===== config.mk =====
export PLATFORM = sky130hd
export DESIGN_NAME = sqdk_lane
export DESIGN_NICKNAME = d
export VERILOG_FILES = /design/src/rtl/core/sqdk_pkg.sv /design/src/rtl/core/sqdk_lane.sv
export SDC_FILE = /design/constraint.sdc
export NUM_CORES = 1
export LEC_CHECK = 0
export BUFFER_PORTS_ARGS = -buffer_cell sky130_fd_sc_hd__buf_2
export CORE_MARGIN = 4
export CORE_UTILIZATION = 55
export DETAILED_ROUTE_END_ITERATION = 12
export HOLD_SLACK_MARGIN = 0.1
export PLACE_DENSITY = 0.75
export SLEW_MARGIN = 5
export SYNTH_ARGS = -nofsm -noshare
export SYNTH_HDL_FRONTEND = slang
export SYNTH_SLANG_ARGS = --single-unit

===== constraint.sdc =====
create_clock -name clk_i -period 6.9 [get_ports clk_i]
set_input_delay 0.345 -clock clk_i [delete_from_list [all_inputs] [get_ports clk_i]]
set_output_delay 0.345 -clock clk_i [all_outputs]
set_load 0.03 [all_outputs]

===== src/rtl/core/sqdk_pkg.sv =====
// Shared types and constants for the squared-distance top-k search core.
// Used by every module under rtl/core; depends on nothing.
package sqdk_pkg;

  localparam int DIM       = 16;  // elements per vector
  localparam int ELEM_W    = 16;  // width of one int16 element
  localparam int WORD_W    = 64;  // width of one packed vector word
  localparam int NUM_WORDS = 4;   // packed words per vector
  localparam int ELEMS_PER_WORD = WORD_W / ELEM_W;
  localparam int GROUPS    = 4;   // partial sums in the first adder level
  localparam int GROUP_SZ  = DIM / GROUPS;
  localparam int DIST_W    = 32;
  localparam int ID_W      = 16;
  localparam int RANK_W    = 4;
  localparam int KEEP_W    = 5;
  localparam int K_MAX_DEF = 16;

  // APB register map: 64-bit registers at byte address 8*i.
  localparam int DATA_W    = 64;
  localparam int ADDR_W    = 6;
  localparam int IDX_LSB   = 3;
  localparam int IDX_W     = ADDR_W - IDX_LSB;

  typedef enum logic [IDX_W-1:0] {
    REG_QUERY_W0   = 3'd0,
    REG_QUERY_W1   = 3'd1,
    REG_QUERY_W2   = 3'd2,
    REG_QUERY_W3   = 3'd3,
    REG_KEEP_COUNT = 3'd4
  } reg_idx_e;

  // Sideband that travels with a candidate down the pipeline.
  typedef struct packed {
    logic            vld;
    logic [ID_W-1:0] id;
    logic            last;
  } item_tag_t;

  // Status reported by the sorted list to the top-level control.
  typedef struct packed {
    logic rd_active;  // readout of the list in progress
    logic rd_done;    // final entry of the readout moves to the output register
  } list_status_t;

endpackage


===== src/rtl/core/sqdk_lane.sv =====
// One difference-square lane: wrapped int16 difference, squared, registered.
// Depends on sqdk_pkg.
module sqdk_lane (
  input  logic                         clk_i,
  input  logic [sqdk_pkg::ELEM_W-1:0]  q_elem_i,
  input  logic [sqdk_pkg::ELEM_W-1:0]  v_elem_i,
  output logic [sqdk_pkg::DIST_W-1:0]  sq_o
);
  import sqdk_pkg::*;

  logic signed [ELEM_W-1:0] diff;
  logic signed [DIST_W-1:0] sq_d;
  logic        [DIST_W-1:0] sq_q;

  // The difference wraps to 16 bits before it is squared.
  assign diff = $signed(q_elem_i - v_elem_i);
  assign sq_d = DIST_W'(diff) * DIST_W'(diff);

  always_ff @(posedge clk_i) begin
    sq_q <= sq_d;
  end

  assign sq_o = sq_q;

endmodule


After elaboration in Yosys (flattened, before gate mapping)
Cells that the tools add are included.
- add/subtract/negate cells: 1
- multipliers: 1
- operators with widths (kind ; count):
    16-bit by 16-bit multiplier with 32-bit output ; 1
    16-bit subtractor ; 1
- register bits after elaboration: 32
- input port bits: 33
- output and inout bits: 32
- logic and storage cells: 3

Depth between registers and ports, before layout
- depth in word-level cells: 2
- gate-level depth with buffers: 33
- gate-level depth less buffers: 31

Worst setup path after synthesis
No wires, ideal clock.
- kind: in2reg
- from: in q_elem_i[0] (netlist name)
- to: reg sq_q[30] (netlist: sq_o[30])
- library setup time: 0.122 ns
- arrival: 7.115 ns
- data required time: 6.778 ns
- slack: -0.337 ns
- stages: 29
- buffers on the path: 1
- cell sequence: inv_1 > ha_1 > inv_1 > fa_1 > a211oi_2 > o21ai_1 > a211oi_1 > nor2_1 > nor2_2 > xor2_2 > inv_2 > buf_2 > nand2_1 > fa_1 > fa_1 > fa_1 > inv_1 > fa_1 > fa_1 > inv_1 > fa_1 > inv_1 > ha_1 > and3_1 > a32oi_1 > a21oi_1 > o41ai_2 > nor3_1 > a311o_1
- word-level cells in the longest chain between the ends: 2
- ends and longest elaborated chain (item ; RTL line ; source):
    start: declaration ; sqdk_lane.sv:5 ; input logic [sqdk_pkg::ELEM_W-1:0] q_elem_i,
    16-bit subtractor ; sqdk_lane.sv:16 ; assign diff = $signed(q_elem_i - v_elem_i);
    16-bit by 16-bit multiplier with 32-bit output ; sqdk_lane.sv:17 ; assign sq_d = DIST_W'(diff) * DIST_W'(diff);
    named net sq_d[30] ; sqdk_lane.sv:12 ; logic signed [DIST_W-1:0] sq_d;
    end signal: assignment ; sqdk_lane.sv:20 ; sq_q <= sq_d;
    end: declaration ; sqdk_lane.sv:13 ; logic [DIST_W-1:0] sq_q;
The timed path passes the listed nets, and every way through them passes these cells.

Final worst setup path
Same ends and word-level chain as after synthesis.

==> results.sh <==
export IMPL_final_area_sq_um=13500
export IMPL_coreArea_sq_um=18700
export IMPL_dp_hpwl_mm=21.7
export IMPL_cpMostUsedCell="fa_1"
export IMPL_rsz0062_at_grt="yes"
export IMPL_cp_end_kind="flop"
export IMPL_syn_to_final_growth_pct=29.7
export IMPL_grt_pass1_vias=9618
export IMPL_cts_buffers=5
export IMPL_synth_xor_area_share_pct=5.18
export IMPL_antenna_cells_inserted=0
export IMPL_largest_reg_flops=31
export IMPL_violations="setup timing"
export IMPL_final_cells=1661
export IMPL_synthAdderAreaFrac_pct=57.1
export IMPL_root_buffer="clkbuf_16"
export IMPL_num_vias=8691
export IMPL_port_buffers=63
export IMPL_cts_max_level=2
export IMPL_cts_tree="yes"
export IMPL_drive_gt1_share_pct=29.9
export IMPL_relSlewSlack_pct=58.9
export IMPL_synth_top_family_by_area="adder cells"
export IMPL_nets=1796
export IMPL_synth_compound_area_share_pct=8.86
export IMPL_grt_antenna_before_repair=0
export IMPL_place_gp_congestion=1.01
export IMPL_grt_max_degree=17
export IMPL_fin_ws_ns=-0.195
export IMPL_synth_area_leaders="fa_1, ha_1, inv_1"
export IMPL_hold_viol_final=0
export IMPL_worstSetupStartpointType="input port"
export IMPL_finalSetupViolCount=9
export IMPL_critical_path_class="input port to flop"
export IMPL_ys_types=69
export IMPL_critPathRequiredTime_ns=7.07
export IMPL_worstMarginPinSlew_ns=0.617
export IMPL_final_common_cell="inv_1"
export IMPL_grtUsageTotal_pct=25.3
export IMPL_clk_path_buf_depth=2
export IMPL_synth_warnings=0
export IMPL_clock_sinks=31
export IMPL_synth_main_ff_cell="dfxtp_1"
export IMPL_dr_pass1_iters=5
export IMPL_period_needed_ns=7.10
export IMPL_arrival_ns=7.27
export IMPL_hp_start="v_elem_i[0]"
export IMPL_grt_ovfl_total=0
export IMPL_placed_area_sq_um=12700
export IMPL_ys_async_sr_fraction_pct=0
export IMPL_drc=0
export IMPL_die_w_um=146
export IMPL_std_cell_rows=50
export IMPL_initial_core_util_pct=55.8
export IMPL_ioPinCount=65
export IMPL_post_drt_via_cell_ratio=5.23
export IMPL_synth_seq_cells=31
export IMPL_synthesis_nets=1512
export IMPL_syn_inst=1142
export IMPL_drt_initial_drc_count=328
export IMPL_yosys_area_share_simple_pct=10.2
export IMPL_ys_seq_area_share_pct=5.95
export IMPL_chipHeight_um=146
export IMPL_synth_edff_count=0
export IMPL_clkTransAtPathRegs_ns=0.06
export IMPL_postRouteAntennaNets=0
export IMPL_avgSynthCellArea_sq_um=9.13
export IMPL_max_clock_freq_ghz=0.141
export IMPL_synth_area_leader_cell="fa_1"
export IMPL_syn_cell_area_sq_um=10400
export IMPL_crit_path_max_incr_delay_ns=0.53
export IMPL_critPathLaunch="q_elem_i[0]"
export IMPL_slowest_stage="fa_1"
export IMPL_slew_violations=0
export IMPL_wirelength_mm=26.5
export IMPL_yosysTopAreaCellShare_pct=44.5
export IMPL_final_cell_mix="inv_1, fa_1, buf_4"
export IMPL_wl_per_cell_um=16.0
export IMPL_dp_cells=1632
export IMPL_die_area_sq_um=21200
export IMPL_status="complete, but fails checks"
export IMPL_synth_mux_area_share_pct=0.192
export IMPL_grt_pass1_wl_mm=43.8
export IMPL_cp_max_fo=7
export IMPL_hp_class="input port to flop"
export IMPL_min_period_over_period_pct=103
export IMPL_maxCapViolations=0
## synthesized netlist by cell type (10+ instances only)
cell type	number
nor3_1	10
o21ai_0	25
xnor2_1	41
a21o_1	17
nor2_1	81
xor2_1	12
inv_1	312
and2_1	11
a21oi_1	39
ha_1	105
clkbuf_1	11
nand2_1	89
dfxtp_1	31
fa_1	232
## metrics by stage
| step | hold WS (ns) | setup WS [ns] | TNS, ns | util [%] |
|---|---|---|---|---|
| 4_1_cts | 0.738 | -0.100 | -0.102 | 69.0 |
| 3_3_place_gp | 0.781 | -0.356 | -2.89 | 67.8 |
| 6_report | 0.775 | -0.195 | -0.674 | 72.3 |
| 5_1_grt | 0.806 | -0.515 | -4.23 | 72.3 |
| 3_5_place_dp | 0.779 | -0.506 | -4.68 | 67.8 |
| 2_1_floorplan | 0.629 | -0.0373 | -0.0725 | - |
## per-layer routing
| metal | up-vias | track usage (%) | part of all wire (%) |
|---|---|---|---|
| li1 | 4012 | - | - |
| met1 | 4305 | 29.1 | 36 |
| met2 | 259 | 46.7 | 54 |
| met3 | 115 | 3.67 | 4.5 |
| met4 | 0 | 11.1 | 5.0 |
| met5 | - | 0 | 0 |
## worst paths after layout
path / endpoint / slack (ns) / cells past startpoint
worst max-delay path: sq_o[30] / -0.20 / 31
worst min-delay path: sq_o[2] / 0.78 / 4
## worst max-delay path, delay by kind of cell
kind	cells	cell delay, ns
fa+ha+maj	9	3.76
compound gates	8	1.85
buf+inv	9	0.68
simple gates	4	0.48
xor+xnor	1	0.16
## final cells by class
cell class	instances	area, sq um
Tap cell	234	293
Clock buffer	7	153
Fill cell	1344	5180
Multi-Input combinational cell	770	9090
Inverter	321	1220
Sequential cell	31	621
Timing Repair Buffer	297	2140
Clock inverter	1	7.51
## logic make-up after synthesis
| family | after synthesis |
|---|---|
| compound gates | 136 |
| xor+xnor | 57 |
| fa+ha+maj | 337 |
| buf+inv | 341 |
| flops | 31 |
| mux | 2 |
| other cells | 1 |
| simple gates | 237 |
## what timing repair did
item / CTS / global route
setup buffers: 0 / 21
endpoints found under the setup margin: 10 / 15
hold buffers: 0 / 0
resized for setup: 8 / 118
pin swaps: 3 / 64
Power is not shown: default switching activity piles up to over one toggle a cycle in this logic, so the estimate is an artifact.
