==> src/rtl/core/sqdk_pkg.sv <==
// Shared types and constants for the squared-distance top-k search core.
// Used by every module under rtl/core; depends on nothing.
package sqdk_pkg;

  localparam int DIM       = 16;  // elements per vector
  localparam int ELEM_W    = 16;  // width of one int16 element
  localparam int WORD_W    = 64;  // width of one packed vector word
  localparam int NUM_WORDS = 4;   // packed words per vector
  localparam int ELEMS_PER_WORD = WORD_W / ELEM_W;
  localparam int GROUPS    = 4;   // partial sums in the first adder level
  localparam int GROUP_SZ  = DIM / GROUPS;
  localparam int DIST_W    = 32;
  localparam int ID_W      = 16;
  localparam int RANK_W    = 4;
  localparam int KEEP_W    = 5;
  localparam int K_MAX_DEF = 16;

  // APB register map: 64-bit registers at byte address 8*i.
  localparam int DATA_W    = 64;
  localparam int ADDR_W    = 6;
  localparam int IDX_LSB   = 3;
  localparam int IDX_W     = ADDR_W - IDX_LSB;

  typedef enum logic [IDX_W-1:0] {
    REG_QUERY_W0   = 3'd0,
    REG_QUERY_W1   = 3'd1,
    REG_QUERY_W2   = 3'd2,
    REG_QUERY_W3   = 3'd3,
    REG_KEEP_COUNT = 3'd4
  } reg_idx_e;

  // Sideband that travels with a candidate down the pipeline.
  typedef struct packed {
    logic            vld;
    logic [ID_W-1:0] id;
    logic            last;
  } item_tag_t;

  // Status reported by the sorted list to the top-level control.
  typedef struct packed {
    logic rd_active;  // readout of the list in progress
    logic rd_done;    // final entry of the readout moves to the output register
  } list_status_t;

endpackage

==> src/rtl/core/sqdk_best_list.sv <==
// Sorted compare-and-shift list of the nearest candidates, with shift-out readout
// into the output register. Depends on sqdk_pkg.
module sqdk_best_list #(
  parameter int K_MAX = sqdk_pkg::K_MAX_DEF,
  localparam int KW   = $clog2(K_MAX + 1)
) (
  input  logic                               clk_i,
  input  logic                               rst_ni,
  input  logic signed [sqdk_pkg::DIST_W-1:0] dist_i,
  input  sqdk_pkg::item_tag_t                tag_i,
  input  logic [KW-1:0]                      k_i,
  input  logic                               out_ready_i,
  output logic                               out_valid_o,
  output logic signed [sqdk_pkg::DIST_W-1:0] distance_o,
  output logic [sqdk_pkg::ID_W-1:0]          result_id_o,
  output logic [sqdk_pkg::RANK_W-1:0]        rank_o,
  output logic                               last_result_o,
  output sqdk_pkg::list_status_t             status_o
);
  import sqdk_pkg::*;

  logic signed [DIST_W-1:0] dist_q [K_MAX];
  logic [ID_W-1:0]          id_q   [K_MAX];
  logic signed [DIST_W-1:0] prev_dist [K_MAX];
  logic [ID_W-1:0]          prev_id   [K_MAX];
  logic signed [DIST_W-1:0] next_dist [K_MAX];
  logic [ID_W-1:0]          next_id   [K_MAX];

  logic [KW-1:0] fill_q, fill_d, fill_eff, fill_ins;
  logic [KW-1:0] rd_cnt_q, rd_cnt_d, rd_n_q, rd_n_d;
  logic          rd_active_q, rd_active_d;
  logic          out_valid_q, out_valid_d;
  logic signed [DIST_W-1:0] out_dist_q;
  logic [ID_W-1:0]          out_id_q;
  logic [RANK_W-1:0]        out_rank_q;
  logic                     out_last_q;

  logic               ins_v;
  logic               ld_out;
  logic               rd_last;
  logic [K_MAX-1:0]   stay;      // entry keeps its place (valid and not farther)
  logic [K_MAX:0]     stay_ext;  // stay shifted up by one, entry zero sees a 1
  logic [K_MAX-1:0]   in_k;      // entry index lies below the keep count

  assign ins_v    = tag_i.vld;
  // A lowered keep count cuts the list before the insert.
  assign fill_eff = (fill_q > k_i) ? k_i : fill_q;
  assign fill_ins = (fill_eff < k_i) ? fill_eff + 1'b1 : k_i;

  always_comb begin
    for (int i = 0; i < K_MAX; i++) begin
      in_k[i] = KW'(i) < k_i;
      stay[i] = (KW'(i) < fill_eff) && !(dist_q[i] > dist_i);
    end
  end
  assign stay_ext = {stay, 1'b1};

  for (genvar g = 0; g < K_MAX; g++) begin : g_entry
    if (g == 0) begin : g_head
      assign prev_dist[g] = dist_i;
      assign prev_id[g]   = tag_i.id;
    end else begin : g_body
      assign prev_dist[g] = dist_q[g-1];
      assign prev_id[g]   = id_q[g-1];
    end
    if (g == K_MAX - 1) begin : g_tail
      assign next_dist[g] = dist_q[g];
      assign next_id[g]   = id_q[g];
    end else begin : g_inner
      assign next_dist[g] = dist_q[g+1];
      assign next_id[g]   = id_q[g+1];
    end

    // The new candidate lands at the first entry that is farther away or empty; the
    // entries behind it move down by one place. A rejected candidate finds no
    // such entry below the keep count.
    always_ff @(posedge clk_i) begin
      if (ld_out) begin
        dist_q[g] <= next_dist[g];
        id_q[g]   <= next_id[g];
      end else if (ins_v && !stay[g] && in_k[g]) begin
        if (stay_ext[g]) begin
          dist_q[g] <= dist_i;
          id_q[g]   <= tag_i.id;
        end else begin
          dist_q[g] <= prev_dist[g];
          id_q[g]   <= prev_id[g];
        end
      end
    end
  end

  // Readout shifts the list toward the head, one entry per output transfer.
  assign ld_out  = rd_active_q && (!out_valid_q || out_ready_i);
  assign rd_last = (rd_cnt_q == rd_n_q - 1'b1);

  always_comb begin
    fill_d      = fill_q;
    rd_active_d = rd_active_q;
    rd_cnt_d    = rd_cnt_q;
    rd_n_d      = rd_n_q;
    out_valid_d = out_valid_q;
    if (out_ready_i) begin
      out_valid_d = 1'b0;
    end
    if (ins_v) begin
      fill_d = fill_ins;
      if (tag_i.last) begin
        rd_active_d = 1'b1;
        rd_cnt_d    = '0;
        rd_n_d      = fill_ins;
      end
    end
    if (ld_out) begin
      out_valid_d = 1'b1;
      rd_cnt_d    = rd_cnt_q + 1'b1;
      if (rd_last) begin
        rd_active_d = 1'b0;
        fill_d      = '0;
      end
    end
  end

  always_ff @(posedge clk_i or negedge rst_ni) begin
    if (!rst_ni) begin
      fill_q      <= '0;
      rd_active_q <= 1'b0;
      rd_cnt_q    <= '0;
      rd_n_q      <= '0;
      out_valid_q <= 1'b0;
    end else begin
      fill_q      <= fill_d;
      rd_active_q <= rd_active_d;
      rd_cnt_q    <= rd_cnt_d;
      rd_n_q      <= rd_n_d;
      out_valid_q <= out_valid_d;
    end
  end

  always_ff @(posedge clk_i) begin
    if (ld_out) begin
      out_dist_q <= dist_q[0];
      out_id_q   <= id_q[0];
      out_rank_q <= RANK_W'(rd_cnt_q);
      out_last_q <= rd_last;
    end
  end

  assign out_valid_o      = out_valid_q;
  assign distance_o       = out_dist_q;
  assign result_id_o      = out_id_q;
  assign rank_o           = out_rank_q;
  assign last_result_o    = out_last_q;
  assign status_o.rd_active = rd_active_q;
  assign status_o.rd_done   = ld_out && rd_last;

  a_fill_bound : assert property (@(posedge clk_i) disable iff (!rst_ni)
    fill_q <= KW'(K_MAX))
    else $error("fill count beyond list depth");

  a_no_insert_in_readout : assert property (@(posedge clk_i) disable iff (!rst_ni)
    !(ins_v && rd_active_q))
    else $error("candidate inserted during readout");

  a_readout_range : assert property (@(posedge clk_i) disable iff (!rst_ni)
    rd_active_q |-> (rd_n_q != '0) && (rd_cnt_q < rd_n_q))
    else $error("readout counter outside the list");

endmodule

==> config.mk <==
export PLATFORM = sky130hd
export DESIGN_NAME = sqdk_best_list
export DESIGN_NICKNAME = d
export VERILOG_FILES = /design/src/rtl/core/sqdk_pkg.sv /design/src/rtl/core/sqdk_best_list.sv
export SDC_FILE = /design/constraint.sdc
export NUM_CORES = 2
export LEC_CHECK = 0
export ABC_AREA = 1
export BUFFER_PORTS_ARGS = -buffer_cell sky130_fd_sc_hd__buf_2
export CORE_UTILIZATION = 40
export DETAILED_ROUTE_END_ITERATION = 16
export SLEW_MARGIN = 20
export SYNTH_ARGS = -nofsm -noshare
export SYNTH_HDL_FRONTEND = slang
export SYNTH_SLANG_ARGS = --single-unit
==> constraint.sdc <==
create_clock -name clk_i -period 5.29 [get_ports clk_i]
set_input_delay 0 -clock clk_i [delete_from_list [all_inputs] [get_ports clk_i]]
set_output_delay 0 -clock clk_i [all_outputs]
set_load 0.1 [all_outputs]
After elaboration in Yosys (flattened, before gate mapping)
Memories as Yosys holds them, arrays and structs flattened.
Index checks and enable logic that the tools add are counted.

storage, ports and cells
  flip-flop bits (word level) = 70
  RAM bits = 768
  bits of input ports = 58
  output and inout bits = 56
  word-level logic and storage cells = 417
  memories kept = 2

cells by class
  add/subtract/negate cells = 3
  $lt $le $gt $ge = 50
  eq/ne operators = 1
  mux-type cells = 201
  bitwise operators = 62
  reductions and logical operators = 89

memories
  memory  depth  width  rd ports  clocked after memory_dff  write ports  RTL line              source
  dist_q  16     32     16        0                         16           sqdk_best_list.sv:22  logic signed [DIST_W-1:0] dist_q [K_MAX];
  id_q    16     16     16        0                         16           sqdk_best_list.sv:23  logic [ID_W-1:0] id_q [K_MAX];

operators by type and width
  operator                                            number
  2-to-1 mux 32 bit                                   31
  greater-than comparator 32 bit                      16
  2-to-1 mux 16 bit                                   31
  2-to-1 mux 1 bit                                    131
  < comparator 4 x 5 -> 1 bit (first input constant)  16
  OR 1 bit                                            62
  logical AND 1 bit                                   50
  < comparator 3 x 5 -> 1 bit (first input constant)  8
  2-to-1 mux 5 bit                                    8
  zero test 1 bit                                     33
  < comparator 1 x 5 -> 1 bit (first input constant)  4
  < comparator 2 x 5 -> 1 bit (first input constant)  4
  adder 5 x 1 -> 5 bit (second input constant)        2
  nonzero test 2 bit                                  3
  equality test 5 bit                                 1
  greater-than comparator 5 bit                       1
  < comparator 5 bit                                  1
  subtractor 5 x 1 -> 5 bit (second input constant)   1
  AND reduction 2 bit                                 2
  logical OR 1 bit                                    1

Longest topological paths before layout
  word-level depth = 12
  gate-level depth with buffers = 24
  gate-level depth less buffers = 22

Worst setup path before layout
Ideal clock, no wire load.

  kind = input port to flip-flop
  start = input port dist_i[29] (netlist name)
  end = memory dist_q[15][0], in the netlist dist_q[1][224] (enable)
  setup time = 527 ps
  arrival time = 5,340 ps
  required time = 4,763 ps
  path slack = -577 ps
  cell stages on the path = 12
  path buffers = 1
  path through = inv_1 > clkbuf_1 > ha_1 > a21oi_1 > nor2_1 > a211oi_1 > o21ai_0 > a21oi_1 > nand2_1 > nand2_1 > nand3_1 > a21boi_0

RTL lines
  what                RTL line              source
  start: declaration  sqdk_best_list.sv:9   input logic signed [sqdk_pkg::DIST_W-1:0] dist_i,
  end: declaration    sqdk_best_list.sv:22

==> flow_summary_export.csv <==
group,metric,value,unit
run_status,status,"finished with violations",
run_status,violations,"design-rule violations",
synth,synth_fa_ha_area_frac,0.113,
detailed_routing,ant_nets,0,
synth,synth_compound_area_frac,0.0795,
die,num_rows,139,
critical_path,end_kind,"register",
clocking,htreeDepth,3,
synth,synthTopCellsByArea,"edfxtp_1 42%, nand2_1 17%, ha_1 11%",
synth,syn_area,58100,um2
global_routing,grt_use_met1,0.354,
sta,final.setup.tns,0,ps
sta,finalSetupViolations,0,
sta,finalClockSkew,34.3,ps
clocking,clk_pin_slew,60,ps
layout,final_layout_size_suffix_gt1_frac,0.0683,
synth,synth_top_family_by_area,"simple AND/OR/NAND/NOR gates",
die,core,144000,um2
global_routing,overflow,0,
synth,yosysSeqAreaShare,0.432,
synth,synth_fp_nets,7992,
layout,regArea,25100,um2
critical_path,worst-path-max-fanout,26,
critical_path,worst_ep_required_time,5860,ps
power,power,44.5,mW
worst_hold_path,worstHoldPathType,"input pin to register",
critical_path,cp.arrival,5080,ps
power,peakVddDrop,498,uV
detailed_routing,routed_wl,182000,um
global_routing,busiest_layer,"met2",
die,die_h,383,um
clocking,clk_latency,730,ps
layout,finalCoreUtilization,0.450,
placed_design,port_buffers,113,
clocking,numCtsBuffers,96,
run,max-cap-violations,0,
detailed_routing,first_pass_iters,11,
placed_design,dp_cells,9151,
power,p_switching,20.9,mW
power,power_density,688,nW/um2
power,clkPwrFrac,0.161,
placed_design,dpl.hpwl,138000,um
die,dieArea,147000,um2
die,die_x,383,um
critical_path,worst_path_most_repeated_cell,"nand2_1",
global_routing,grtUsageMet3,0.0276,
layout,layout.cells.non_filler,9390,
power,pwr-share-seq,0.356,
sta,slew_viol_final,0,
global_routing,grt_max_degree,65,
detailed_routing,drt-initial-drc-count,5019,
detailed_routing,vias,50900,
layout,num-nets-final,7983,
synth,synth_cells,7410,
critical_path,crit_chain,"ha_1 -> nand2_1 -> nor2_1 -> nand4_1 -> nor3b_1 -> nand2_1 -> nand2_1 -> nand2_1 -> nand2_1 -> nand2_1 -> nand2_1 -> nand3_2 -> nor2_4 -> buf_4 -> nand2_1 -> nand2_1",
synth,yosys.area_share.simple,0.298,
power,swShare,0.470,
synth,ys_types,42,
global_routing,gr-usage-met2,0.383,
synth,synth_top_cell_by_area,"edfxtp_1",
power,intPower,23.6,mW
placed_design,gp_congestion,0.902,
sta,relSlewSlack,0.304,
synth,synth_xor_xnor_area_share,0.00121,
critical_path,max_stage_delay,700,ps
sta,rsz0062_at_grt,"no",
critical_path,slowest_stage,"nor2_4",
clocking,cts-root-buf,"clkbuf_16",
global_routing,grt_pass1_vias,48400,
clocking,cts.path.max_buffers,3,
detailed_routing,avgViaCountPerCell,5.42,
die,ios,114,
synth,synth_top_cell_area_share,0.424,
sta,finalHoldViolCount,0,
sta,period_minus_slack,4500,ps
clocking,cts_tree,"built",
detailed_routing,wire_per_inst,19.4,um
synth,syn_area_per_cell,7.84,um2
sta,tightest_slew,1040,ps
layout,final_common_cell,"nand2_1",
synth,ys_seq_elements,838,
sta,fmax,222,MHz
critical_path,critical_path_class,"register to register",
clocking,clock_sinks,838,
layout,syn2layout_area_growth,11.5,%
detailed_routing,drc_errors,26,
layout,multi_input_area,28900,um2
layout,final_cell_mix,"2651 x nand2_1, 1203 x nand3_1, 821 x edfxtp_1",
global_routing,antenna_found_initial,7,
power,p_comb_frac,0.484,
layout,nFillCells,14200,
synth,ys.warnings.count,0,
critical_path,cp-start-kind,"register",
synth,synthMuxAreaShare,0,
sta,min_period_over_period,0.851,
sta,holdWs,105,ps
die,start_util,0.404,
power,power.leakage,30.3,nW
global_routing,grt_usage,0.246,
global_routing,grt_pass1_wl,284000,um
## metrics by stage
stage / area, um2 / setup slack (ps)
after floorplan: 58100 / 111
after global placement: 60900 / 706
after detailed placement: 60900 / 632
after CTS: 64700 / 790
after global routing: 64700 / 477
final: 64700 / 788
## critical path: cells and delay by family, from the launching register on
kind | cells | cell delay (ps)
adders and majority gates | 1 | 490
and+or+nand+nor | 14 | 3020
DFF | 1 | 440
buffers and inverters | 1 | 380
## routing by layer
metal,up-vias,part of all wire
met3,229,0.072
met4,0,0.026
met2,1853,0.44
met1,24000,0.46
li1,24900,-
met5,-,0
## final timing paths
path                               start        endpoint  cells past startpoint  slack, ps
max                        dist_q[0][31]   dist_q[0][13]                     16        790
min                               k_i[3]       rd_n_q[3]                      5        100
max reg2reg                dist_q[0][31]   dist_q[0][13]                     16        790
min reg2reg                   id_q[0][6]  result_id_o[6]                      0        450
max in group asynchronous         rst_ni     rd_active_q                      3       4160
min in group asynchronous         rst_ni       fill_q[4]                      3        530
## layout make-up
| cell class | count | area share |
|---|---|---|
| clock inverter | 68 | 0.0124 |
| clock buffer | 112 | 0.0387 |
| inverter | 680 | 0.0395 |
| timing repair buffer | 334 | 0.0382 |
| sequential | 838 | 0.387 |
| tap | 1903 | 0.0368 |
| antenna | 4 | 0.000155 |
| multi-input combinational | 5451 | 0.447 |
## what timing repair did
item / CTS / global route
gates resized for setup: 0 / 0
hold endpoints to repair: 178 / 0
hold buffers: 55 / 0
setup buffers: 0 / 0
## cell families after synthesis
family / Yosys count
adders and majority gates: 524
buffers and inverters: 1121
AOI/OAI and AO/OA: 771
xor gates and xnor gates: 8
DFF: 838
and+or+nand+nor: 4148
## power by group through the flow
stage	Sequential (mW)	Clock (mW)	Combinational, mW
final	15.8	7.16	21.5
after global routing	16.2	7.49	24.3
after CTS	15.7	7.25	21.5
after detailed placement	15.8	0	21.3
after global placement	15.8	0	20.8
after floorplan	16.1	0	14.6
## cells in the mapped netlist (all sizes together)
library cell,n
o21a,26
xnor2,5
clkbuf,244
edfxtp,821
o21bai,192
a21boi,2
nand2,2666
nand3,1215
ha,524
nor3,10
a22o,1
nor2,191
nor3b,5
a21o,11
o21ai,225
nand3b,1
or2,6
inv,680
dfrtp,17
o211ai,52
nor4,9
a211oi,2
buf,197
a31oi,3
a21oi,257
xor2,3
nand4,45
## flip-flops by register name, summed over array words and instances (netlist names)
register	cells
dist_q	512
id_q	256
distance_o	32
result_id_o	16
fill_q	5
rd_cnt_q	5
rd_n_q	5
rank_o	4
last_result_o	1
out_valid_o	1
rd_active_q	1
Power figures use the tool's default switching activity.
