`config.mk`:
```
export PLATFORM = sky130hd
export DESIGN_NAME = sqdk_merge
export DESIGN_NICKNAME = d
export VERILOG_FILES = /design/src/rtl/core/sqdk_pkg.sv /design/src/rtl/core/sqdk_merge.sv
export SDC_FILE = /design/constraint.sdc
export NUM_CORES = 1
export LEC_CHECK = 0
export BUFFER_PORTS_ARGS = -buffer_cell sky130_fd_sc_hd__buf_2
export CORE_ASPECT_RATIO = 0.7
export CORE_UTILIZATION = 45
export CTS_BUF_LIST = sky130_fd_sc_hd__clkbuf_8
export DETAILED_ROUTE_END_ITERATION = 10
export PLACE_DENSITY = 0.7
export SLEW_MARGIN = 10
export SYNTH_ARGS = -nofsm -noshare
export SYNTH_HDL_FRONTEND = slang
export SYNTH_SLANG_ARGS = --single-unit
```
`constraint.sdc`:
```
create_clock -name clk_i -period 4.6 [get_ports clk_i]
set_input_delay 0.69 -clock clk_i [delete_from_list [all_inputs] [get_ports clk_i]]
set_output_delay 0.69 -clock clk_i [all_outputs]
set_load 0.02 [all_outputs]
```
`src/rtl/core/sqdk_pkg.sv`:
```
// Shared types and constants for the squared-distance top-k search core.
// Used by every module under rtl/core; depends on nothing.
package sqdk_pkg;

  localparam int DIM       = 16;  // elements per vector
  localparam int ELEM_W    = 16;  // width of one int16 element
  localparam int WORD_W    = 64;  // width of one packed vector word
  localparam int NUM_WORDS = 4;   // packed words per vector
  localparam int ELEMS_PER_WORD = WORD_W / ELEM_W;
  localparam int GROUPS    = 4;   // partial sums in the first adder level
  localparam int GROUP_SZ  = DIM / GROUPS;
  localparam int DIST_W    = 32;
  localparam int ID_W      = 16;
  localparam int RANK_W    = 4;
  localparam int KEEP_W    = 5;
  localparam int K_MAX_DEF = 16;

  // APB register map: 64-bit registers at byte address 8*i.
  localparam int DATA_W    = 64;
  localparam int ADDR_W    = 6;
  localparam int IDX_LSB   = 3;
  localparam int IDX_W     = ADDR_W - IDX_LSB;

  typedef enum logic [IDX_W-1:0] {
    REG_QUERY_W0   = 3'd0,
    REG_QUERY_W1   = 3'd1,
    REG_QUERY_W2   = 3'd2,
    REG_QUERY_W3   = 3'd3,
    REG_KEEP_COUNT = 3'd4
  } reg_idx_e;

  // Sideband that travels with a candidate down the pipeline.
  typedef struct packed {
    logic            vld;
    logic [ID_W-1:0] id;
    logic            last;
  } item_tag_t;

  // Status reported by the sorted list to the top-level control.
  typedef struct packed {
    logic rd_active;  // readout of the list in progress
    logic rd_done;    // final entry of the readout moves to the output register
  } list_status_t;

endpackage

```
`src/rtl/core/sqdk_merge.sv`:
```
// Two-level registered adder tree that merges the lane squares into one distance.
// Depends on sqdk_pkg.
module sqdk_merge (
  input  logic                           clk_i,
  input  logic                           rst_ni,
  input  logic [sqdk_pkg::DIST_W-1:0]    sq_i [sqdk_pkg::DIM],
  input  sqdk_pkg::item_tag_t            tag_i,
  output logic signed [sqdk_pkg::DIST_W-1:0] dist_o,
  output sqdk_pkg::item_tag_t            tag_o
);
  import sqdk_pkg::*;

  logic [DIST_W-1:0] part_d [GROUPS];
  logic [DIST_W-1:0] part_q [GROUPS];
  logic [DIST_W-1:0] dist_d;
  logic [DIST_W-1:0] dist_q;
  item_tag_t         tag_a_q;
  item_tag_t         tag_b_q;

  // Sums wrap modulo 2^32.
  always_comb begin
    for (int j = 0; j < GROUPS; j++) begin
      part_d[j] = '0;
      for (int e = 0; e < GROUP_SZ; e++) begin
        part_d[j] = part_d[j] + sq_i[j*GROUP_SZ + e];
      end
    end
  end

  always_comb begin
    dist_d = '0;
    for (int j = 0; j < GROUPS; j++) begin
      dist_d = dist_d + part_q[j];
    end
  end

  always_ff @(posedge clk_i) begin
    part_q <= part_d;
    dist_q <= dist_d;
  end

  always_ff @(posedge clk_i or negedge rst_ni) begin
    if (!rst_ni) begin
      tag_a_q <= '0;
      tag_b_q <= '0;
    end else begin
      tag_a_q <= tag_i;
      tag_b_q <= tag_a_q;
    end
  end

  assign dist_o = $signed(dist_q);
  assign tag_o  = tag_b_q;

endmodule

```
Yosys cells after proc, flatten, opt, wreduce, memory -nomap -nowiden
Cells that the tools add are included.
{ "op_classes": {"n_addsub": 15} }
{ "ops": {"columns": ["cell", "count"], "rows": [
  ["adder 32 bit", 15]
]} }
{ "word_totals": {"reg_bits": 196, "out_inout_bits": 50, "word_cells": 26} }

Longest topological paths before layout
Gate-level depths: netlist of the first run.
{ "logic_depth": {"depth_word": 3, "ltp_mapped": 13, "mapped_depth_nobuf": 13} }

Worst setup path before layout of the first run
OpenSTA, ideal clock, no wires.
{ "synth_timing": {"path_type": "input to register", "start": "in sq_i[385] (netlist bit)", "end": "reg part_q[127] (netlist bit)", "n_path_buf": 0, "path_slack_ps": 758, "path_stages": 11, "t_arrival_ps": 3715, "path_cell_list": "fa_1 > fa_1 > ha_1 > fa_1 > a211oi_1 > o21a_1 > nor3_2 > o31a_1 > nor2b_1 > a2111oi_0 > or3_1"} }
{ "synth_rtl": {"columns": ["item", "line_no", "text"], "rows": [
  ["from (decl)", "sqdk_merge.sv:6", "input logic [sqdk_pkg::DIST_W-1:0] sq_i [sqdk_pkg::DIM],"],
  ["to (signal assigned)", "sqdk_merge.sv:38", "part_q <= part_d;"],
  ["to (decl)", "sqdk_merge.sv:14", "logic [DIST_W-1:0] part_q [GROUPS];"]
]} }

Worst setup path in the final report of the first run
{ "layout_timing": {"start": "reg part_q[1] (netlist bit)", "end": "reg dist_q[31], in the netlist dist_o[31]"} }
{ "layout_via": {"elab_chain_cells": 1} }
{ "layout_rtl": {"columns": ["item", "line_no", "text"], "rows": [
  ["adder 32 bit", "sqdk_merge.sv:33", "dist_d = dist_d + part_q[j];"],
  ["named net dist_d[31]", "sqdk_merge.sv:15", "logic [DIST_W-1:0] dist_d;"],
  ["to (signal assigned)", "sqdk_merge.sv:39", "dist_q <= dist_d;"],
  ["to (decl)", "sqdk_merge.sv:16", "logic [DIST_W-1:0] dist_q;"]
]} }
The timed path passes the listed nets, and every way through them passes these cells.

==> flow_summary.ini, run 1 <==
[timing]
rsz0062_at_grt = false
fin_crit_ns = 3.98
holdWs_ns = 0.232
tns_ns = 0
finalMaxSlewViolations = 0
hold_viol = 0
setup_viol = 0
final.period_utilization_pct = 86.4
skew_ns = 0.0199
relSlewSlack_pct = 50.5
fmax_mhz = 252
tightest_slew_ns = 0.743

[route]
drt-initial-drc-count = 1161
wl_per_cell_um = 14.3
wl_mm = 54.4
ant_nets = 0
firstDrtPassIters = 5
vias_per_cell = 4.76
vias = 18200
drc = 0

[logic_synthesis]
yosys_warnings = 0
synthesis.area_um2 = 22100
netlist_instances = 2564
synth_nets = 3561
synth_flop_cell = dfxtp_1
yosys-top-cells-count = inv_1, fa_1, dfxtp_1, a21oi_1, ha_1
synth_top_cell_area_share_pct = 28.1
synth-async-reset-ratio_pct = 18.4
yosys.area.top_type = fa_1
ys_ff_latch = 196
yosysUniqueCellTypes = 82
ys_seq_area_share_pct = 18.6
synth_most_common_cell = inv_1
synth-edff-count = 0
avgSynthCellArea_um2 = 8.61
synthTopCellsByArea = fa_1, inv_1, dfxtp_1

[clock_network]
clk_path_buf_depth = 2
htree_levels = 4
cts-resized-gates = 0
cts_sinks = 196
holdBufCountCts = 0
clock_latency_ns = 0.52
cts_buffers = 17
cts_tree = done
postCtsSetupBuffers = 0
cts_root_buffer = clkbuf_8
clk_pin_slew_ns = 0.13

[critical_path]
endpoint_kind = flop
path_cells = fa_1, fa_1, ha_1, fa_1, a211oi_1, nor4_1, nor2_1, a31oi_4, o211ai_1, nand2_1, o311ai_1
critPathLaunchType = flop
crit_path_max_fanout = 5
r2r_slack_ns = 0.62
cp.required_ns = 5.01
crit_type = flop to flop
slowest_delay_ns = 0.54
crit_top_cell = fa_1
arrival_ns = 4.38
crit_slowest_cell = fa_1
critical_path.n_buffers_inverters = 0
crit_family = adder cells

[power]
leakagePower_nw = 15.0
power_frac_comb_pct = 81.7
power.internal_mw = 10.9
ir_worst_vdd_mv = 0.994
pwr-share-seq_pct = 13.2
p_per_area_nw_per_um2 = 880
switching_share_pct = 52.5
switching_power_mw = 12.1
p_clk_share_pct = 5.1

[global_routing]
antenna_found_initial = 0
grt_overflow_total = 0
grt_pass1_wl_mm = 87.4
grtUsageTotal_pct = 22.3
grt_pass1_vias = 17600
grt_max_degree = 37

[place]
io_buffers = 581
globalplace.congestion = 0.939
dpl.hpwl_mm = 48.4

[die]
chipHeight_um = 187
die-area_um2 = 50000
core-area_um2 = 48100
initial_core_util_pct = 45.9
rows = 67
die_x_um = 267
ios = 582

[finish]
post-route-util_pct = 54.3
areaGrowthSynthToFinish_pct = 18.4
drive_gt1_share_pct = 20.8
fin_nets = 4138

[job]
cap_violations = 0

[outcome]
status = finished, final reports clean

[hold_path]
hold_path.class = input pin to asynchronous set/reset pin
==> sequential cells by signal (all words and copies together), names as in the netlist <==
| name | cells |
|---|---|
| part_q | 128 |
| tag_a_q | 18 |
| dist_o | 32 |
| tag_o | 18 |
==> logic make-up after synthesis <==
| family | share of synthesized area (%) |
|---|---|
| compound gates | 15.4 |
| xor+xnor | 6.11 |
| fa+ha+maj | 36.9 |
| buf+inv | 15.7 |
| flops | 18.6 |
| mux | 0.147 |
| simple gates | 7.22 |
==> routing by layer <==
| metal | wire (um) | global-route usage (%) | part of all wire, % | up-vias |
|---|---|---|---|---|
| met5 | 0 | 0 | 0 | - |
| met4 | 766 | 4.44 | 1.4 | 0 |
| met2 | 25500 | 36.2 | 47 | 540 |
| met3 | 3450 | 3.15 | 6.3 | 50 |
| li1 | - | - | - | 8973 |
| met1 | 24700 | 31.6 | 45 | 8591 |
==> cell type report <==
type / instances / area, um^2
timing repair buffer: 585 / 2940
inverter: 891 / 3340
multi-input combinational: 1450 / 14500
sequential: 196 / 4100
clock buffer: 17 / 234
clock inverter: 15 / 180
tap: 655 / 820
fill: 4597 / 22000
antenna: 1 / 2.50
==> stage by stage <==
step / power (mW) / setup slack [ns] / cells / cell area [um^2]
3_3_place_gp: 21.4 / 0.331 / 3777 / 25700
3_5_place_dp: 21.7 / 0.286 / 3777 / 25700
4_1_cts: 23.0 / 0.695 / 3809 / 26100
2_1_floorplan: 17.3 / 0.758 / 2564 / 22100
6_report: 23.0 / 0.625 / 3810 / 26100
5_1_grt: 25.5 / 0.471 / 3809 / 26100
==> layout by cell type (no fill, tap or decap), types with 10 or more instances in the layout <==
master    Yosys  final
xor2_1       45     45
and2_1       10     10
fa_1        310    310
o211ai_1     10     10
a211oi_1     25     25
inv_1       891    891
nor3_1       17     17
o21ai_1      24     24
nor2b_1      10     10
nor2_1       71     71
buf_2         2    581
o21bai_1     28     28
nand2b_1     13     13
ha_1        155    155
and3_1       26     26
nand3_1      24     24
clkbuf_8      0     17
o21ai_0      66     66
dfrtp_1      36     36
o21a_1       19     19
nand4_1      19     19
xnor2_1     109    109
a31oi_1      12     12
nand2_1      89     89
a21o_1       78     78
dfxtp_1     160    160
a21oi_1     159    159
==> worst reg2reg max path, cell delays in order, from the launching register on <==
cell and delay [ns]:
dfxtp_1 0.34, fa_1 0.54, fa_1 0.41, ha_1 0.25, fa_1 0.49, a211oi_1 0.38, nor4_1 0.12, nor2_1 0.27
a31oi_4 0.17, o211ai_1 0.50, nand2_1 0.12, o311ai_1 0.27
==> path summary, 6_finish.rpt <==
check,start,endpoint,cells after the start
max,part_q[1],dist_o[31],11
min,rst_ni,tag_o[6],1
max reg2reg,part_q[1],dist_o[31],11
min reg2reg,tag_a_q[8],tag_o[8],0
max in group asynchronous,rst_ni,tag_a_q[13],1
min in group clk_i,tag_i[1],tag_a_q[1],1
==> power by group through the flow <==
stage | registers, mW | logic (mW) | clock network [mW]
5_1_grt | 3.13 | 21.0 | 1.28
4_1_cts | 3.08 | 18.7 | 1.21
3_3_place_gp | 3.12 | 18.3 | 0
3_5_place_dp | 3.12 | 18.5 | 0
2_1_floorplan | 3.14 | 14.2 | 0
6_report | 3.05 | 18.8 | 1.16
(Power assumes the default switching activity.)
==> inputs of run 2 (changes only) <==
Settings changed: ABC_AREA set to 1, PLACE_DENSITY 0.7 to 0.69.
==> flow_summary.ini, run 2 <==
[finish]
final_cell_mix = inv_1, nand2_1, buf_2, fa_1, nor2_1
areaGrowthSynthToFinish_pct = 16.8
postLayoutCellArea_um2 = 29200
largest_register_ffs = 128
final_common_cell = inv_1
drive_gt1_share_pct = 14.8
top_register = part_q
final_cells = 5132
fin_nets = 5384

[timing]
rsz0062_at_grt = false
fin_crit_ns = 3.22
skew_ns = 0.0207
holdWs_ns = 0.237
setup_viol = 0
final.period_utilization_pct = 70.0
fmax_mhz = 310
relSlewSlack_pct = 50.3
hold_viol = 0
finalMaxSlewViolations = 0
tightest_slew_ns = 0.746
tns_ns = 0

[logic_synthesis]
synth_most_common_cell = inv_1
synth-async-reset-ratio_pct = 18.4
synthesis.area_um2 = 25000
synth_mux_area_share_pct = 0
synth_nets = 4784
yosys.area.top_type = fa_1
synth_top_cell_area_share_pct = 24.8
synth_flop_cell = dfxtp_1
yosysUniqueCellTypes = 22
yosys-top-cells-count = inv_1, nand2_1, fa_1, nor2_1, dfxtp_1
synth-edff-count = 0
yosys.area_share.simple_pct = 24.3
synth_compound_area_share_pct = 2.47
synthXorXnorAreaFrac_pct = 3.40
ys_ff_latch = 196
synth_fa_ha_area_share_pct = 32.6
synthTopCellsByArea = fa_1, inv_1, nand2_1
yosys_warnings = 0
synth_top_family_by_area = adder cells
ys_seq_area_share_pct = 16.4
avgSynthCellArea_um2 = 6.61
netlist_instances = 3787

[route]
vias = 22700
vias_per_cell = 4.42
met3_length_mm = 6.07
wl_met2_mm = 28.6
met1Wirelength_mm = 33.7
wl_mm = 69.2
wl_per_cell_um = 13.5
maxUsedRoutingLayer = met5
drt-initial-drc-count = 1643
drc = 0
ant_nets = 0
firstDrtPassIters = 6

[die]
chipHeight_um = 199
rows = 71
die-area_um2 = 56600
initial_core_util_pct = 46.1
core-area_um2 = 54300
ios = 582
die_x_um = 284

[clock_network]
cts_tree = done
clk_pin_slew_ns = 0.12
htree_levels = 4
postCtsSetupBuffers = 0
holdBufCountCts = 0
clk_path_buf_depth = 2
cts_buffers = 17
clock_latency_ns = 0.51
cts-resized-gates = 0
cts_root_buffer = clkbuf_8
cts_sinks = 196

[critical_path]
crit_top_cell = nand2_1
crit_type = input pin to flop
path_cells = buf_2, inv_1, fa_1, fa_1, inv_1, ha_1, nand2_1, inv_1, nand2_1, nor3_1, nand3_1, nand3_1, nand2_1, nand2_1
slowest_delay_ns = 0.54
arrival_ns = 3.66
endpoint_kind = flop
critPathLaunchType = input pin
cp.required_ns = 5.04
crit_path_max_fanout = 5
crit_slowest_cell = nor3_1

[global_routing]
grt_max_degree = 37
grt_pass1_vias = 20800
grt_overflow_total = 0
grtUsageTotal_pct = 24.7
grt_pass1_wl_mm = 108
antenna_found_initial = 4

[place]
globalplace.congestion = 1.00
io_buffers = 581
place_area_um2 = 28800
dpl.hpwl_mm = 63.5
dp.cells = 5098

[outcome]
status = finished, final reports clean

[hold_path]
hold_path.class = input pin to asynchronous set/reset pin

[job]
cap_violations = 0
[run 2: cell types whose count changed after synthesis, moves of 37 or more]
cell and delta:
nand2_1 +1038, inv_1 +496, nor2_1 +124, nand3_1 +98, xnor2_1 -94, a21o_1 -75
a21oi_1 -69, o21ai_0 -61, xor2_1 +37
[run 2: path summary, 6_finish.rpt]
check / startpoint / endpoint / slack, ns / cells after the start
max: sq_i[23] / part_q[24] / 1.38 / 14
min: rst_ni / tag_o[17] / 0.24 / 1
max reg2reg: part_q[22] / dist_o[25] / 1.51 / 12
min reg2reg: tag_a_q[10] / tag_o[10] / 0.36 / 0
max in group asynchronous: rst_ni / tag_o[15] / 3.88 / 1
min in group clk_i: tag_i[17] / tag_a_q[17] / 0.28 / 1
[run 2: critical path, delay by kind of cell]
kind          cells  cell delay, ns
fa+ha+maj         3            1.40
buf+inv           4            0.29
simple gates      7            1.28
[run 2: cells by family after synthesis]
family | Yosys count
buf+inv | 1391
simple gates | 1524
fa+ha+maj | 465
xor+xnor | 97
compound gates | 114
flops | 196
[run 2: metrics by stage]
step / utilization (%) / setup slack (ns)
finish: 53.9 / 1.38
floorplan: - / 1.46
global route: 53.8 / 1.31
CTS: 53.8 / 1.55
detailed placement: 53.1 / 0.970
global placement: 53.1 / 1.01
[run 2: metal layers]
| layer | vias to the layer above | global-route usage, % |
|---|---|---|
| met5 | - | 0 |
| met4 | 4 | 4.22 |
| met3 | 46 | 4.84 |
| met2 | 818 | 36.6 |
| met1 | 10100 | 37.2 |
| li1 | 11700 | - |
[run 2: area by class of cell]
| cell class | instances | area (um^2) |
|---|---|---|
| well taps | 730 | 913 |
| flip-flops and latches | 196 | 4100 |
| fillers | 5575 | 25000 |
| multi-input cells | 2200 | 15700 |
| repair buffers | 581 | 2910 |
| clock inverters | 15 | 154 |
| clock buffers | 17 | 234 |
| inverters | 1391 | 5220 |
| diodes | 2 | 5.00 |
Power of run 2 is left out: the tool's default activity adds up to more than one toggle a clock period on the data nets, which glitch-free logic cannot reach.
==> inputs of run 3 (changes only) <==
Settings changed: PLACE_DENSITY 0.69 to 0.71.
Clock period 4.6 ns to 2.9 ns, I/O delays scaled along.
==> flow_summary.ini, run 3 (same netlist as run 2, synthesis figures left out) <==
[outcome]
status = finished, final reports clean

[critical_path]
cp.required_ns = 3.28
endpoint_kind = flop
crit_slowest_cell = fa_1
crit_family = adder cells
crit_path_max_fanout = 4
crit_top_cell = nand2_1
critPathLaunchType = flop
path_cells = inv_1, fa_1, fa_1, inv_1, ha_1, nand2_1, inv_1, nand2_1, buf_4, nor2_1, nor2_2, nand3_1, nand2_1, nand2_1
arrival_ns = 3.20
critical_path.n_buffers_inverters = 4
slowest_delay_ns = 0.50
crit_type = flop to flop

[route]
wl_met2_mm = 30.5
ant_nets = 0
met3_length_mm = 5.43
firstDrtPassIters = 5
met1Wirelength_mm = 34.9
drt-initial-drc-count = 1679
vias = 23600
drc = 0
maxUsedRoutingLayer = met5
wl_per_cell_um = 13.3
wl_mm = 71.6
vias_per_cell = 4.39

[die]
die_x_um = 284
rows = 71
initial_core_util_pct = 46.1
ios = 582
core-area_um2 = 54300
chipHeight_um = 199
die-area_um2 = 56600

[timing]
fin_crit_ns = 2.81
skew_ns = 0.0147
fin_ws_ns = 0.0856
finalMaxSlewViolations = 0
fmax_mhz = 355
final.period_utilization_pct = 97.0
tightest_slew_ns = 0.743
relSlewSlack_pct = 50.4
setup_viol = 0
hold_viol = 0

[global_routing]
grt_overflow_total = 0
grtUsageTotal_pct = 25.7
antenna_found_initial = 5
grt_pass1_vias = 22400
grt_max_degree = 37
grt_pass1_wl_mm = 114

[finish]
ff_latch_area_um2 = 4110
areaGrowthSynthToFinish_pct = 25.8
largest_register_ffs = 128
fin_nets = 5637
final_common_cell = inv_1
final_cell_mix = inv_1, nand2_1, buf_2, fa_1, buf_4
multiInputGateArea_um2 = 16000
top_register = part_q
fill_cells = 5408
drive_gt1_share_pct = 20.7

[place]
dpl.hpwl_mm = 65.1
io_buffers = 581
globalplace.congestion = 0.963
dp_slack_ns = -0.356

[hold_path]
hold_path.class = input pin to flop

[clock_network]
clock_latency_ns = 0.52
clk_pin_slew_ns = 0.11
htree_levels = 4
cts_buffers = 17
cts_root_buffer = clkbuf_8
cts_sinks = 196
cts_tree = done
clk_path_buf_depth = 2

[job]
cap_violations = 0
[run 3: final cells by class]
type | instances | area share (%)
repair buffers | 834 | 15.5
multi-input cells | 2200 | 50.7
clock inverters | 14 | 0.437
well taps | 730 | 2.90
clock buffers | 18 | 0.787
flip-flops and latches | 196 | 13.1
inverters | 1391 | 16.6
diodes | 2 | 0.0159
[run 3: timing repair]
action	in CTS	in global routing
pin swaps	0	2
hold buffers	19	0
endpoints found under the hold margin	54	0
endpoints found under the setup margin	4	21
setup buffers	0	1
resized for setup	4	78
[run 3: worst paths after layout]
path / start / endpoint / slack (ns) / cells past startpoint
worst max-delay path: part_q[21] / dist_o[25] / 0.09 / 14
worst min-delay path: sq_i[96] / part_q[0] / 0.13 / 2
worst max register to register: part_q[21] / dist_o[25] / 0.09 / 14
worst min register to register: tag_a_q[1] / tag_o[1] / 0.35 / 0
max in group asynchronous: rst_ni / tag_o[5] / 1.90 / 2
min in group asynchronous: rst_ni / tag_o[8] / 0.51 / 2
[run 3: through the flow]
step           instance area [um^2]  util (%)  hold slack [ns]  cells  setup TNS, ns
2_1_floorplan                 25000         -            0.139   3787              0
3_3_place_gp                  30600      56.4            0.331   5331         -13.34
3_5_place_dp                  30600      56.4            0.335   5331         -15.45
4_1_cts                       31200      57.5           0.0977   5382              0
5_1_grt                       31500      58.0            0.102   5385        -0.0559
6_report                      31500      58.0            0.135   5385              0
[run 3: per-layer routing]
layer | up-vias | global-route usage [%]
li1 | 12200 | -
met3 | 40 | 4.87
met1 | 10700 | 37.9
met2 | 720 | 39.6
met4 | 2 | 3.84
met5 | - | 0
Power of run 3 is left out for the same reason.
